==> config.mk <==
export PLATFORM = sky130hd
export DESIGN_NAME = single_float_add_sub_mul_div
export DESIGN_NICKNAME = d
export VERILOG_FILES = /design/src/sfasmd_pkg.sv /design/src/sfasmd_front.sv /design/src/sfasmd_queue.sv /design/src/sfasmd_back.sv /design/src/single_float_add_sub_mul_div.sv
export SDC_FILE = /design/constraint.sdc
export NUM_CORES = 2
export LEC_CHECK = 0
export ABC_AREA = 1
export BUFFER_PORTS_ARGS = -buffer_cell sky130_fd_sc_hd__buf_2
export CELL_PAD_IN_SITES_DETAIL_PLACEMENT = 0
export CELL_PAD_IN_SITES_GLOBAL_PLACEMENT = 1
export CORE_MARGIN = 2
export CORE_UTILIZATION = 34
export CTS_BUF_LIST = sky130_fd_sc_hd__clkbuf_4 sky130_fd_sc_hd__clkbuf_8 sky130_fd_sc_hd__clkbuf_16
export DETAILED_ROUTE_END_ITERATION = 8
export HOLD_SLACK_MARGIN = 0.15
export PLACE_DENSITY_LB_ADDON = 0.1
export RECOVER_POWER = 50
export SLEW_MARGIN = 20
export SYNTH_ARGS = -nofsm -noshare
export SYNTH_HDL_FRONTEND = slang
export SYNTH_HIERARCHICAL = 1
export SYNTH_SLANG_ARGS = --single-unit
==> constraint.sdc <==
create_clock -name clk -period 8.7 [get_ports clk]
set_clock_uncertainty 0.1 [all_clocks]
set_input_delay 0.87 -clock clk [delete_from_list [all_inputs] [get_ports clk]]
set_output_delay 0.87 -clock clk [all_outputs]
set_load 0.1 [all_outputs]
==> src/sfasmd_pkg.sv <==
package sfasmd_pkg;

	localparam logic [1:0] KIND_ADD = 2'd0;
	localparam logic [1:0] KIND_SUB = 2'd1;
	localparam logic [1:0] KIND_MUL = 2'd2;
	localparam logic [1:0] KIND_DIV = 2'd3;

	localparam logic [31:0] POS_ZERO = 32'h0000_0000;
	localparam logic [31:0] NEG_ZERO = 32'h8000_0000;
	localparam logic [31:0] POS_INF  = 32'h7f80_0000;
	localparam logic [31:0] NEG_INF  = 32'hff80_0000;
	localparam logic [31:0] POS_NAN  = 32'h7fc0_0000;
	localparam logic [31:0] NEG_NAN  = 32'hffc0_0000;

	localparam logic [7:0] EXP_ALL_ONES = 8'hff;

	typedef enum logic [1:0] {
		OP_ADD,
		OP_MUL,
		OP_DIV
	} op_t;

	// special: opa carries the finished result word
	typedef struct packed {
		logic        special;
		op_t         op;
		logic [31:0] opa;
		logic [31:0] opb;
	} item_t;

endpackage

==> src/sfasmd_front.sv <==
module sfasmd_front (
	input  logic [1:0]           kind,
	input  logic [31:0]          operand_a,
	input  logic [31:0]          operand_b,
	output sfasmd_pkg::item_t    item
);

	logic [31:0] a, b, bs;
	logic        a_zero, b_zero, a_inf, b_inf, a_nan, b_nan;
	logic        bs_zero, bs_inf, bs_nan;
	logic        s;
	logic        any_pnan;

	assign a  = operand_a;
	assign b  = operand_b;
	assign bs = (kind == sfasmd_pkg::KIND_SUB) ? {~b[31], b[30:0]} : b;

	assign a_zero  = (a == sfasmd_pkg::POS_ZERO) || (a == sfasmd_pkg::NEG_ZERO);
	assign b_zero  = (b == sfasmd_pkg::POS_ZERO) || (b == sfasmd_pkg::NEG_ZERO);
	assign a_inf   = (a == sfasmd_pkg::POS_INF) || (a == sfasmd_pkg::NEG_INF);
	assign b_inf   = (b == sfasmd_pkg::POS_INF) || (b == sfasmd_pkg::NEG_INF);
	assign a_nan   = (a == sfasmd_pkg::POS_NAN) || (a == sfasmd_pkg::NEG_NAN);
	assign b_nan   = (b == sfasmd_pkg::POS_NAN) || (b == sfasmd_pkg::NEG_NAN);
	assign bs_zero = (bs == sfasmd_pkg::POS_ZERO) || (bs == sfasmd_pkg::NEG_ZERO);
	assign bs_inf  = (bs == sfasmd_pkg::POS_INF) || (bs == sfasmd_pkg::NEG_INF);
	assign bs_nan  = (bs == sfasmd_pkg::POS_NAN) || (bs == sfasmd_pkg::NEG_NAN);
	assign s        = a[31] ^ b[31];
	assign any_pnan = (a == sfasmd_pkg::POS_NAN) || (b == sfasmd_pkg::POS_NAN);

	always_comb begin
		item.special = 1'b1;
		item.op      = sfasmd_pkg::OP_ADD;
		item.opa     = a;
		item.opb     = bs;
		unique case (kind) inside
			sfasmd_pkg::KIND_ADD, sfasmd_pkg::KIND_SUB: begin
				if (kind == sfasmd_pkg::KIND_SUB && a_zero && b_zero) begin
					item.opa = a & ~b;
				end else if (kind == sfasmd_pkg::KIND_SUB && a_nan && b_nan) begin
					item.opa = a & b;
				end else if (kind == sfasmd_pkg::KIND_SUB && a_nan) begin
					item.opa = a;
				end else if (kind == sfasmd_pkg::KIND_SUB && b_nan) begin
					item.opa = b;
				end else if (a_zero && bs_zero) begin
					item.opa = a & bs;
				end else if (a_inf && bs_inf && a != bs) begin
					item.opa = sfasmd_pkg::NEG_NAN;
				end else if ((a_inf && bs_nan) ||
						(a == sfasmd_pkg::NEG_NAN && bs == sfasmd_pkg::POS_NAN)) begin
					item.opa = bs;
				end else if (a_zero) begin
					item.opa = bs;
				end else if (bs_zero) begin
					item.opa = a;
				end else if (a[30:23] == sfasmd_pkg::EXP_ALL_ONES) begin
					item.opa = a;
				end else if (bs[30:23] == sfasmd_pkg::EXP_ALL_ONES) begin
					item.opa = bs;
				end else begin
					item.special = 1'b0;
				end
			end
			sfasmd_pkg::KIND_MUL: begin
				item.op = sfasmd_pkg::OP_MUL;
				if ((a_zero && b_inf) || (a_inf && b_zero)) begin
					item.opa = sfasmd_pkg::NEG_NAN;
				end else if (a_nan || b_nan) begin
					item.opa = any_pnan ? sfasmd_pkg::POS_NAN : sfasmd_pkg::NEG_NAN;
				end else if (a_zero || b_zero) begin
					item.opa = {s, 31'b0};
				end else if (a_inf || b_inf) begin
					item.opa = {s, sfasmd_pkg::POS_INF[30:0]};
				end else begin
					item.special = 1'b0;
				end
			end
			default: begin
				item.op = sfasmd_pkg::OP_DIV;
				if ((a_zero && b_zero) || (a_inf && b_inf)) begin
					item.opa = sfasmd_pkg::NEG_NAN;
				end else if (a_inf && b_zero) begin
					item.opa = {s, sfasmd_pkg::POS_INF[30:0]};
				end else if (a_nan || b_nan) begin
					item.opa = any_pnan ? sfasmd_pkg::POS_NAN : sfasmd_pkg::NEG_NAN;
				end else if (a_inf || b_zero) begin
					item.opa = {s, sfasmd_pkg::POS_INF[30:0]};
				end else if (a_zero || b_inf) begin
					item.opa = {s, 31'b0};
				end else begin
					item.special = 1'b0;
				end
			end
		endcase
	end

endmodule

==> src/sfasmd_queue.sv <==
module sfasmd_queue (
	input  logic                 clk,
	input  logic                 arst_n,
	input  logic                 wr_valid,
	input  sfasmd_pkg::item_t    wr_data,
	output logic                 full,
	output logic                 rd_valid,
	input  logic                 rd_take,
	output sfasmd_pkg::item_t    rd_data
);

	sfasmd_pkg::item_t mem_q [2];
	logic       wptr_q, rptr_q;
	logic [1:0] count_q;
	logic       do_wr, do_rd;

	assign full     = (count_q == 2'd2);
	assign rd_valid = (count_q != 2'd0);
	assign rd_data  = mem_q[rptr_q];
	assign do_wr    = wr_valid && !full;
	assign do_rd    = rd_take && rd_valid;

	always_ff @(posedge clk) begin
		if (do_wr) begin
			mem_q[wptr_q] <= wr_data;
		end
	end

	always_ff @(posedge clk or negedge arst_n) begin
		if (!arst_n) begin
			wptr_q  <= 1'b0;
			rptr_q  <= 1'b0;
			count_q <= 2'd0;
		end else begin
			if (do_wr) begin
				wptr_q <= ~wptr_q;
			end
			if (do_rd) begin
				rptr_q <= ~rptr_q;
			end
			count_q <= count_q + 2'(do_wr) - 2'(do_rd);
		end
	end

endmodule

==> src/sfasmd_back.sv <==
module sfasmd_back (
	input  logic                 clk,
	input  logic                 arst_n,
	input  logic                 rd_valid,
	input  sfasmd_pkg::item_t    rd_data,
	output logic                 rd_take,
	output logic                 out_valid,
	input  logic                 out_stall,
	output logic [31:0]          result
);

	typedef enum logic [2:0] {
		S_IDLE,
		S_EXEC,
		S_DNORM,
		S_DIV,
		S_NORM,
		S_ROUND,
		S_FINISH
	} state_t;

	state_t             state_q;
	sfasmd_pkg::op_t    op_q;
	logic [31:0]        a_q, b_q, res_q;
	logic               sign_q;
	logic signed [11:0] exp_q;
	logic [47:0]        sig_q;
	logic [24:0]        rem_q;
	logic [23:0]        den_q;
	logic [4:0]         cnt_q;

	// operand decode
	logic [7:0]  ea, eb, ehi, elo, exp_gap;
	logic [23:0] ma, mb, mhi, mlo;
	logic        a_big, shi, slo;
	logic [53:0] wide, shf;
	logic [26:0] big, aligned;
	logic [27:0] mag;
	logic        mag_sign;
	logic [47:0] prod;

	// divider step
	logic        ge;
	logic [24:0] diff;

	// rounding
	logic [23:0]        m, mfin;
	logic [2:0]         grs;
	logic               inc, carry, ovf;
	logic [24:0]        m25;
	logic signed [11:0] exp_r;
	logic [31:0]        rounded;

	assign ea = (a_q[30:23] == 8'd0) ? 8'd1 : a_q[30:23];
	assign eb = (b_q[30:23] == 8'd0) ? 8'd1 : b_q[30:23];
	assign ma = {|a_q[30:23], a_q[22:0]};
	assign mb = {|b_q[30:23], b_q[22:0]};

	assign a_big   = ea > eb;
	assign ehi     = a_big ? ea : eb;
	assign elo     = a_big ? eb : ea;
	assign mhi     = a_big ? ma : mb;
	assign mlo     = a_big ? mb : ma;
	assign shi     = a_big ? a_q[31] : b_q[31];
	assign slo     = a_big ? b_q[31] : a_q[31];
	assign exp_gap = ehi - elo;
	assign wide    = {mlo, 3'b000, 27'b0};
	assign shf     = wide >> exp_gap[4:0];
	assign big     = {mhi, 3'b000};

	always_comb begin
		if (exp_gap >= 8'd27) begin
			aligned = {26'b0, |mlo};
		end else begin
			aligned = shf[53:27] | {26'b0, |shf[26:0]};
		end
		if (shi == slo) begin
			mag      = {1'b0, big} + {1'b0, aligned};
			mag_sign = shi;
		end else if (big >= aligned) begin
			mag      = {1'b0, big - aligned};
			mag_sign = shi;
		end else begin
			mag      = {1'b0, aligned - big};
			mag_sign = slo;
		end
	end

	assign prod = ma * mb;

	assign ge   = rem_q >= {1'b0, den_q};
	assign diff = ge ? (rem_q - {1'b0, den_q}) : rem_q;

	assign m     = sig_q[26:3];
	assign grs   = sig_q[2:0];
	assign inc   = (grs > 3'd4) || ((grs == 3'd4) && m[0]);
	assign m25   = {1'b0, m} + 25'(inc);
	assign carry = m25[24];
	assign exp_r = exp_q + (carry ? 12'sd1 : 12'sd0);
	assign mfin  = carry ? m25[24:1] : m25[23:0];
	assign ovf   = (exp_q >= 12'sd255) || (exp_r >= 12'sd255);
	assign rounded = ovf ? {sign_q, sfasmd_pkg::POS_INF[30:0]}
		: {sign_q, (mfin[23] ? exp_r[7:0] : 8'd0), mfin[22:0]};

	assign rd_take = (state_q == S_IDLE) && rd_valid;

	always_ff @(posedge clk or negedge arst_n) begin
		if (!arst_n) begin
			state_q   <= S_IDLE;
			out_valid <= 1'b0;
			result    <= '0;
			op_q      <= sfasmd_pkg::OP_ADD;
			a_q       <= '0;
			b_q       <= '0;
			res_q     <= '0;
			sign_q    <= 1'b0;
			exp_q     <= '0;
			sig_q     <= '0;
			rem_q     <= '0;
			den_q     <= '0;
			cnt_q     <= '0;
		end else begin
			if (out_valid && !out_stall && state_q != S_FINISH) begin
				out_valid <= 1'b0;
			end
			unique case (state_q)
				S_IDLE: begin
					if (rd_valid) begin
						op_q <= rd_data.op;
						a_q  <= rd_data.opa;
						b_q  <= rd_data.opb;
						if (rd_data.special) begin
							res_q   <= rd_data.opa;
							state_q <= S_FINISH;
						end else begin
							state_q <= S_EXEC;
						end
					end
				end
				S_EXEC: begin
					unique case (op_q)
						sfasmd_pkg::OP_ADD: begin
							sign_q  <= mag_sign;
							exp_q   <= $signed({4'b0, ehi});
							sig_q   <= {20'b0, mag};
							state_q <= S_NORM;
						end
						sfasmd_pkg::OP_MUL: begin
							sign_q  <= a_q[31] ^ b_q[31];
							exp_q   <= $signed({4'b0, ea}) + $signed({4'b0, eb}) - 12'sd147;
							sig_q   <= prod;
							state_q <= S_NORM;
						end
						default: begin
							sign_q  <= a_q[31] ^ b_q[31];
							exp_q   <= $signed({4'b0, ea}) - $signed({4'b0, eb}) + 12'sd125;
							rem_q   <= {1'b0, ma};
							den_q   <= mb;
							state_q <= S_DNORM;
						end
					endcase
				end
				S_DNORM: begin
					if (!rem_q[23]) begin
						rem_q <= {rem_q[23:0], 1'b0};
						exp_q <= exp_q - 12'sd1;
					end else if (!den_q[23]) begin
						den_q <= {den_q[22:0], 1'b0};
						exp_q <= exp_q + 12'sd1;
					end else begin
						sig_q   <= '0;
						cnt_q   <= 5'd28;
						state_q <= S_DIV;
					end
				end
				S_DIV: begin
					rem_q <= {diff[23:0], 1'b0};
					cnt_q <= cnt_q - 5'd1;
					if (cnt_q == 5'd0) begin
						sig_q   <= {sig_q[46:0], ge | (|diff)};
						state_q <= S_NORM;
					end else begin
						sig_q <= {sig_q[46:0], ge};
					end
				end
				S_NORM: begin
					if (sig_q == 48'd0) begin
						res_q   <= sfasmd_pkg::POS_ZERO;
						state_q <= S_FINISH;
					end else if (|sig_q[47:27]) begin
						sig_q <= {1'b0, sig_q[47:2], sig_q[1] | sig_q[0]};
						exp_q <= exp_q + 12'sd1;
					end else if (!sig_q[26] && exp_q > 12'sd1) begin
						sig_q <= {sig_q[46:0], 1'b0};
						exp_q <= exp_q - 12'sd1;
					end else if (exp_q < -12'sd60) begin
						sig_q <= 48'd1;
						exp_q <= 12'sd1;
					end else if (exp_q < 12'sd1) begin
						sig_q <= {1'b0, sig_q[47:2], sig_q[1] | sig_q[0]};
						exp_q <= exp_q + 12'sd1;
					end else begin
						state_q <= S_ROUND;
					end
				end
				S_ROUND: begin
					res_q   <= rounded;
					state_q <= S_FINISH;
				end
				S_FINISH: begin
					if (!out_valid || !out_stall) begin
						result    <= res_q;
						out_valid <= 1'b1;
						state_q   <= S_IDLE;
					end
				end
				default: begin
					state_q <= S_IDLE;
				end
			endcase
		end
	end

endmodule

==> src/single_float_add_sub_mul_div.sv <==
// Zero, infinity and NaN cases are resolved in the front end and skip the back-end
// arithmetic; add/sub, multiply and divide pass through the one-bit-per-cycle
// normalize loop, and divide also through the 29-step restoring divider in the back end.
// The back end works on one transaction at a time; a two-entry queue takes new
// transactions while the back end works. Reset clears queue and control state.
module single_float_add_sub_mul_div (
	input  logic        clk,
	input  logic        arst_n,
	input  logic        in_valid,
	output logic        in_stall,
	input  logic [1:0]  kind,
	input  logic [31:0] operand_a,
	input  logic [31:0] operand_b,
	output logic        out_valid,
	input  logic        out_stall,
	output logic [31:0] result
);

	sfasmd_pkg::item_t front_item, q_item;
	logic              q_full, q_valid, q_take;

	sfasmd_front u_front (
		.kind      (kind),
		.operand_a (operand_a),
		.operand_b (operand_b),
		.item      (front_item)
	);

	sfasmd_queue u_queue (
		.clk      (clk),
		.arst_n   (arst_n),
		.wr_valid (in_valid),
		.wr_data  (front_item),
		.full     (q_full),
		.rd_valid (q_valid),
		.rd_take  (q_take),
		.rd_data  (q_item)
	);

	sfasmd_back u_back (
		.clk       (clk),
		.arst_n    (arst_n),
		.rd_valid  (q_valid),
		.rd_data   (q_item),
		.rd_take   (q_take),
		.out_valid (out_valid),
		.out_stall (out_stall),
		.result    (result)
	);

	assign in_stall = q_full;

endmodule

==> out/results.md <==
| Parameter | Value |
|---|---|
| Status | finished, violations left |
| Violated checks | capacitance limit, slew limit |
| Total negative slack | 0 ns |
| Delay of the slowest critical-path stage | 0.96 ns |
| Number of placed instances with taps included | 8871 |
| Layout Cells excl Fill | 8960 |
| Fraction of registers with async set/reset | 65.37% |
| Cell count after synthesis | 7074 |
| Arrival time of the worst setup path | 8.61 ns |
| Synth warn | 6 |
| Hpwl dp | 161100 microns |
| Detailed-route via count | 46.06k |
| Top-area cell type share of the netlist area | 19.23% |
| CP Data Required Time | 9.13 ns |
| Area inside the core boundary | 0.1480 sq mm |
| GRT met3 Usage | 2.247% |
| Global-route wire length before repair | 304000 microns |
| Final std cell area, no fill | 0.05479 sq mm |
| Critical-path maximum fanout | 14 |
| Met2 usage | 42.00% |
| Final routed wire length divided by cell count | 22.39 microns |
| Clock tree root buffer cell | clkbuf_16 |
| Remaining number of nets flagged by the antenna check after routing | 0 |
| Overall die area | 0.1525 sq mm |
| Buffer depth of the longest clock path | 3 |
| Gpl congestion | 0.9549 |
| Post-synthesis cell type with the largest combined area | fa_1 |
| Detailed-router iteration count before antenna repair | 6 |
| First DRT Iteration DRCs | 4111 |
| Antenna violations before repair | 5 |
| Total placed instance area | 0.05322 sq mm |
| Final period utilization | 93.97% |
| Maximum frequency from static timing analysis | 122.3 MHz |
| Post-route worst setup slack | 0.5243 ns |
| Startpoint Class | flop |
| Number of hold violations in the final report | 0 |
| Die Span X | 390.5 microns |
| Total routed wirelength | 200600 microns |
| Std-Cell Rows | 141 |
| Largest cells by area after synthesis | fa_1, nand2_1, dfrtp_1, inv_1, ha_1 |
| Finish-stage setup viols | 0 |
| Clock transition at path regs | 0.06 ns |
| Post-synth design cell area | 0.05079 sq mm |
| Net count, final | 7919 |
| Post-cts resize count | 0 |
| Layout cell share with drive strength beyond 1 | 5.593% |
| DRC Markers | 0 |
| Worst relative slew slack | -169.7% |
| Port Buffer Count | 103 |
| Latest clock arrival within the worst-skew pair | 0.62 ns |
| Clock tree from TritonCTS | done |
| Floorplan die height | 390.5 microns |
| Count of maximum capacitance violations | 8 |
| Worst path most repeated cell | fa_1 |
| Critical Path Slowest Stage Cell | dfrtp_1 |
| Vias per inst | 5.141 |
| Clock buffer count from CTS | 47 |
| Post-synthesis area per instance | 7.180 sq um |
| Area growth, synth to finish | 7.875% |
| TritonCTS sink count | 387 |
| Most used cells in the layout excluding fill and tap cells | nand2_1, inv_1, o21ai_0, fa_1, nor2_1 |
| Synth unique cells | 70 |
| Setup slack after placement | 0.4464 ns |
| Fin crit period | 8.176 ns |
| Initial cell density of the core | 34.32% |
| Crit. End Element | flop |
| Overall track demand over capacity in global routing | 26.36% |
| Maximum number of pins on one net before global-route repair | 77 |
| Classification of the worst-slack hold path | flop to flop |
| Flip-flop and latch count after synthesis | 387 |
| Top FF cell, synth | dfrtp_1 |
| Critical path type | flop to flop |
| Count of boundary I/O pins | 104 |
| Grt total ovfl | 0 |
| Met1 capacity usage during global routing | 38.20% |
| Slew of the pin with the lowest slew margin | 4.045 ns |
| H-tree Lvls | 2 |
| Number of enable flip-flop cells after synthesis | 134 |
| Most utilized layer in the global route result | met2 |
| Vias in the first global route | 46.29k |
| Setup repair after global routing missed its margin | no |
| Post-synth net total | 8002 |
| Share of the yosys chip area belonging to registers | 20.39% |
| Slew Viols, Final | 472 |
| Leading cell type in the layout, fill and taps excluded | nand2_1 |
==> critical path, delay by kind of cell, from the launching register on <==
| kind | cells | cell delay, ns |
|---|---|---|
| simple gates | 7 | 0.71 |
| fa+ha+maj | 8 | 3.86 |
| buf+inv | 8 | 0.99 |
| flops | 1 | 0.96 |
| compound gates | 7 | 1.42 |
==> timing repair <==
item                      CTS  global route
hold endpoints to repair   60             0
hold buffers                1             0
setup buffers               0             0
==> cells by family (layout without fill, tap and decap cells) <==
kind of cell               Yosys count  count (layout)  synth area share (%)
DFF                                387             387                 20.39
xor gates and xnor gates           123             123                 2.121
AOI/OAI and AO/OA                 1175            1175                 12.95
adders and majority gates          858             858                 28.35
and+or+nand+nor                   2813            2813                 22.76
muxes                                4               4               0.08621
buffers and inverters             1714            1667                 13.34
other                                0               3                     0
==> routing by layer <==
layer / share of wire [%] / vias up
li1: - / 21910
met1: 47 / 22730
met2: 45 / 1252
met3: 5.3 / 178
met4: 3.0 / 0
met5: 0 / -
==> cell usage after synthesis (8+ instances only) <==
cell / number
xor2_1: 97
a221oi_1: 18
buf_4: 48
nand3_1: 297
buf_2: 33
o21ai_1: 78
nor2_2: 9
o211ai_1: 17
nand4_1: 50
o21ai_0: 500
o22ai_1: 50
xnor2_1: 26
o21bai_1: 12
inv_1: 1287
o221ai_1: 16
nor4_1: 20
ha_1: 370
a21oi_1: 327
nand3_2: 8
clkbuf_1: 288
nor3_1: 62
a211oi_1: 29
inv_2: 24
o21a_1: 13
a22oi_1: 44
nand2_2: 16
nor2_1: 411
clkinv_1: 8
edfxtp_1: 134
or2_2: 14
buf_6: 16
a31oi_1: 20
a21boi_0: 8
buf_1: 8
dfrtp_1: 253
nand2_1: 1891
fa_1: 488
==> state kept, by name (all words and copies together) (netlist names) <==
signal and flops:
u_back/result 32, u_back/op_q 2, u_queue/mem_q 134, u_back/b_q 32
u_back/sign_q 1, u_back/den_q 24, u_queue/count_q 2, u_back/state_q 3
u_back/sig_q 48, u_back/res_q 32, u_back/rem_q 25, u_back/exp_q 12
u_back/out_valid 1, u_back/a_q 32, u_back/cnt_q 5, u_queue/wptr_q 1
u_queue/rptr_q 1
==> stage by stage <==
step / hold slack, ns / util (%)
3_5_place_dp: 0.3592 / 35.95
3_3_place_gp: 0.3548 / 35.95
4_1_cts: 0.3730 / 37.10
6_report: 0.3711 / 37.02
2_1_floorplan: 0.3419 / -
5_1_grt: 0.4099 / 37.01
==> path summary, 6_finish.rpt <==
| check | from | slack, ns | depth (start not counted) | endpoint |
|---|---|---|---|---|
| setup / recovery | u_back/b_q[10] | 0.52 | 30 | u_back/sig_q[44] |
| max in group asynchronous | arst_n | 1.53 | 3 | u_back/a_q[2] |
| hold reg to reg | u_queue/wptr_q | 0.37 | 2 | u_queue/wptr_q |
| min in group asynchronous | arst_n | 2.07 | 2 | u_back/sig_q[11] |
| setup reg to reg | u_back/b_q[10] | 0.52 | 30 | u_back/sig_q[44] |
| hold / removal | u_queue/wptr_q | 0.37 | 2 | u_queue/wptr_q |
==> area by class of cell <==
type                            instances  area [sq um]
Multi-Input combinational cell       4973         33710
Clock buffer                           62          1350
Fill cell                           15890         93220
Tap cell                             1930          2415
Inverter                             1319          4952
Clock inverter                         23         336.6
Sequential cell                       387         10350
Timing Repair Buffer                  263          1664
Antenna cell                            3         7.507
Power is not shown: default switching activity piles up to over one toggle a cycle in this logic, so the estimate is an artifact.
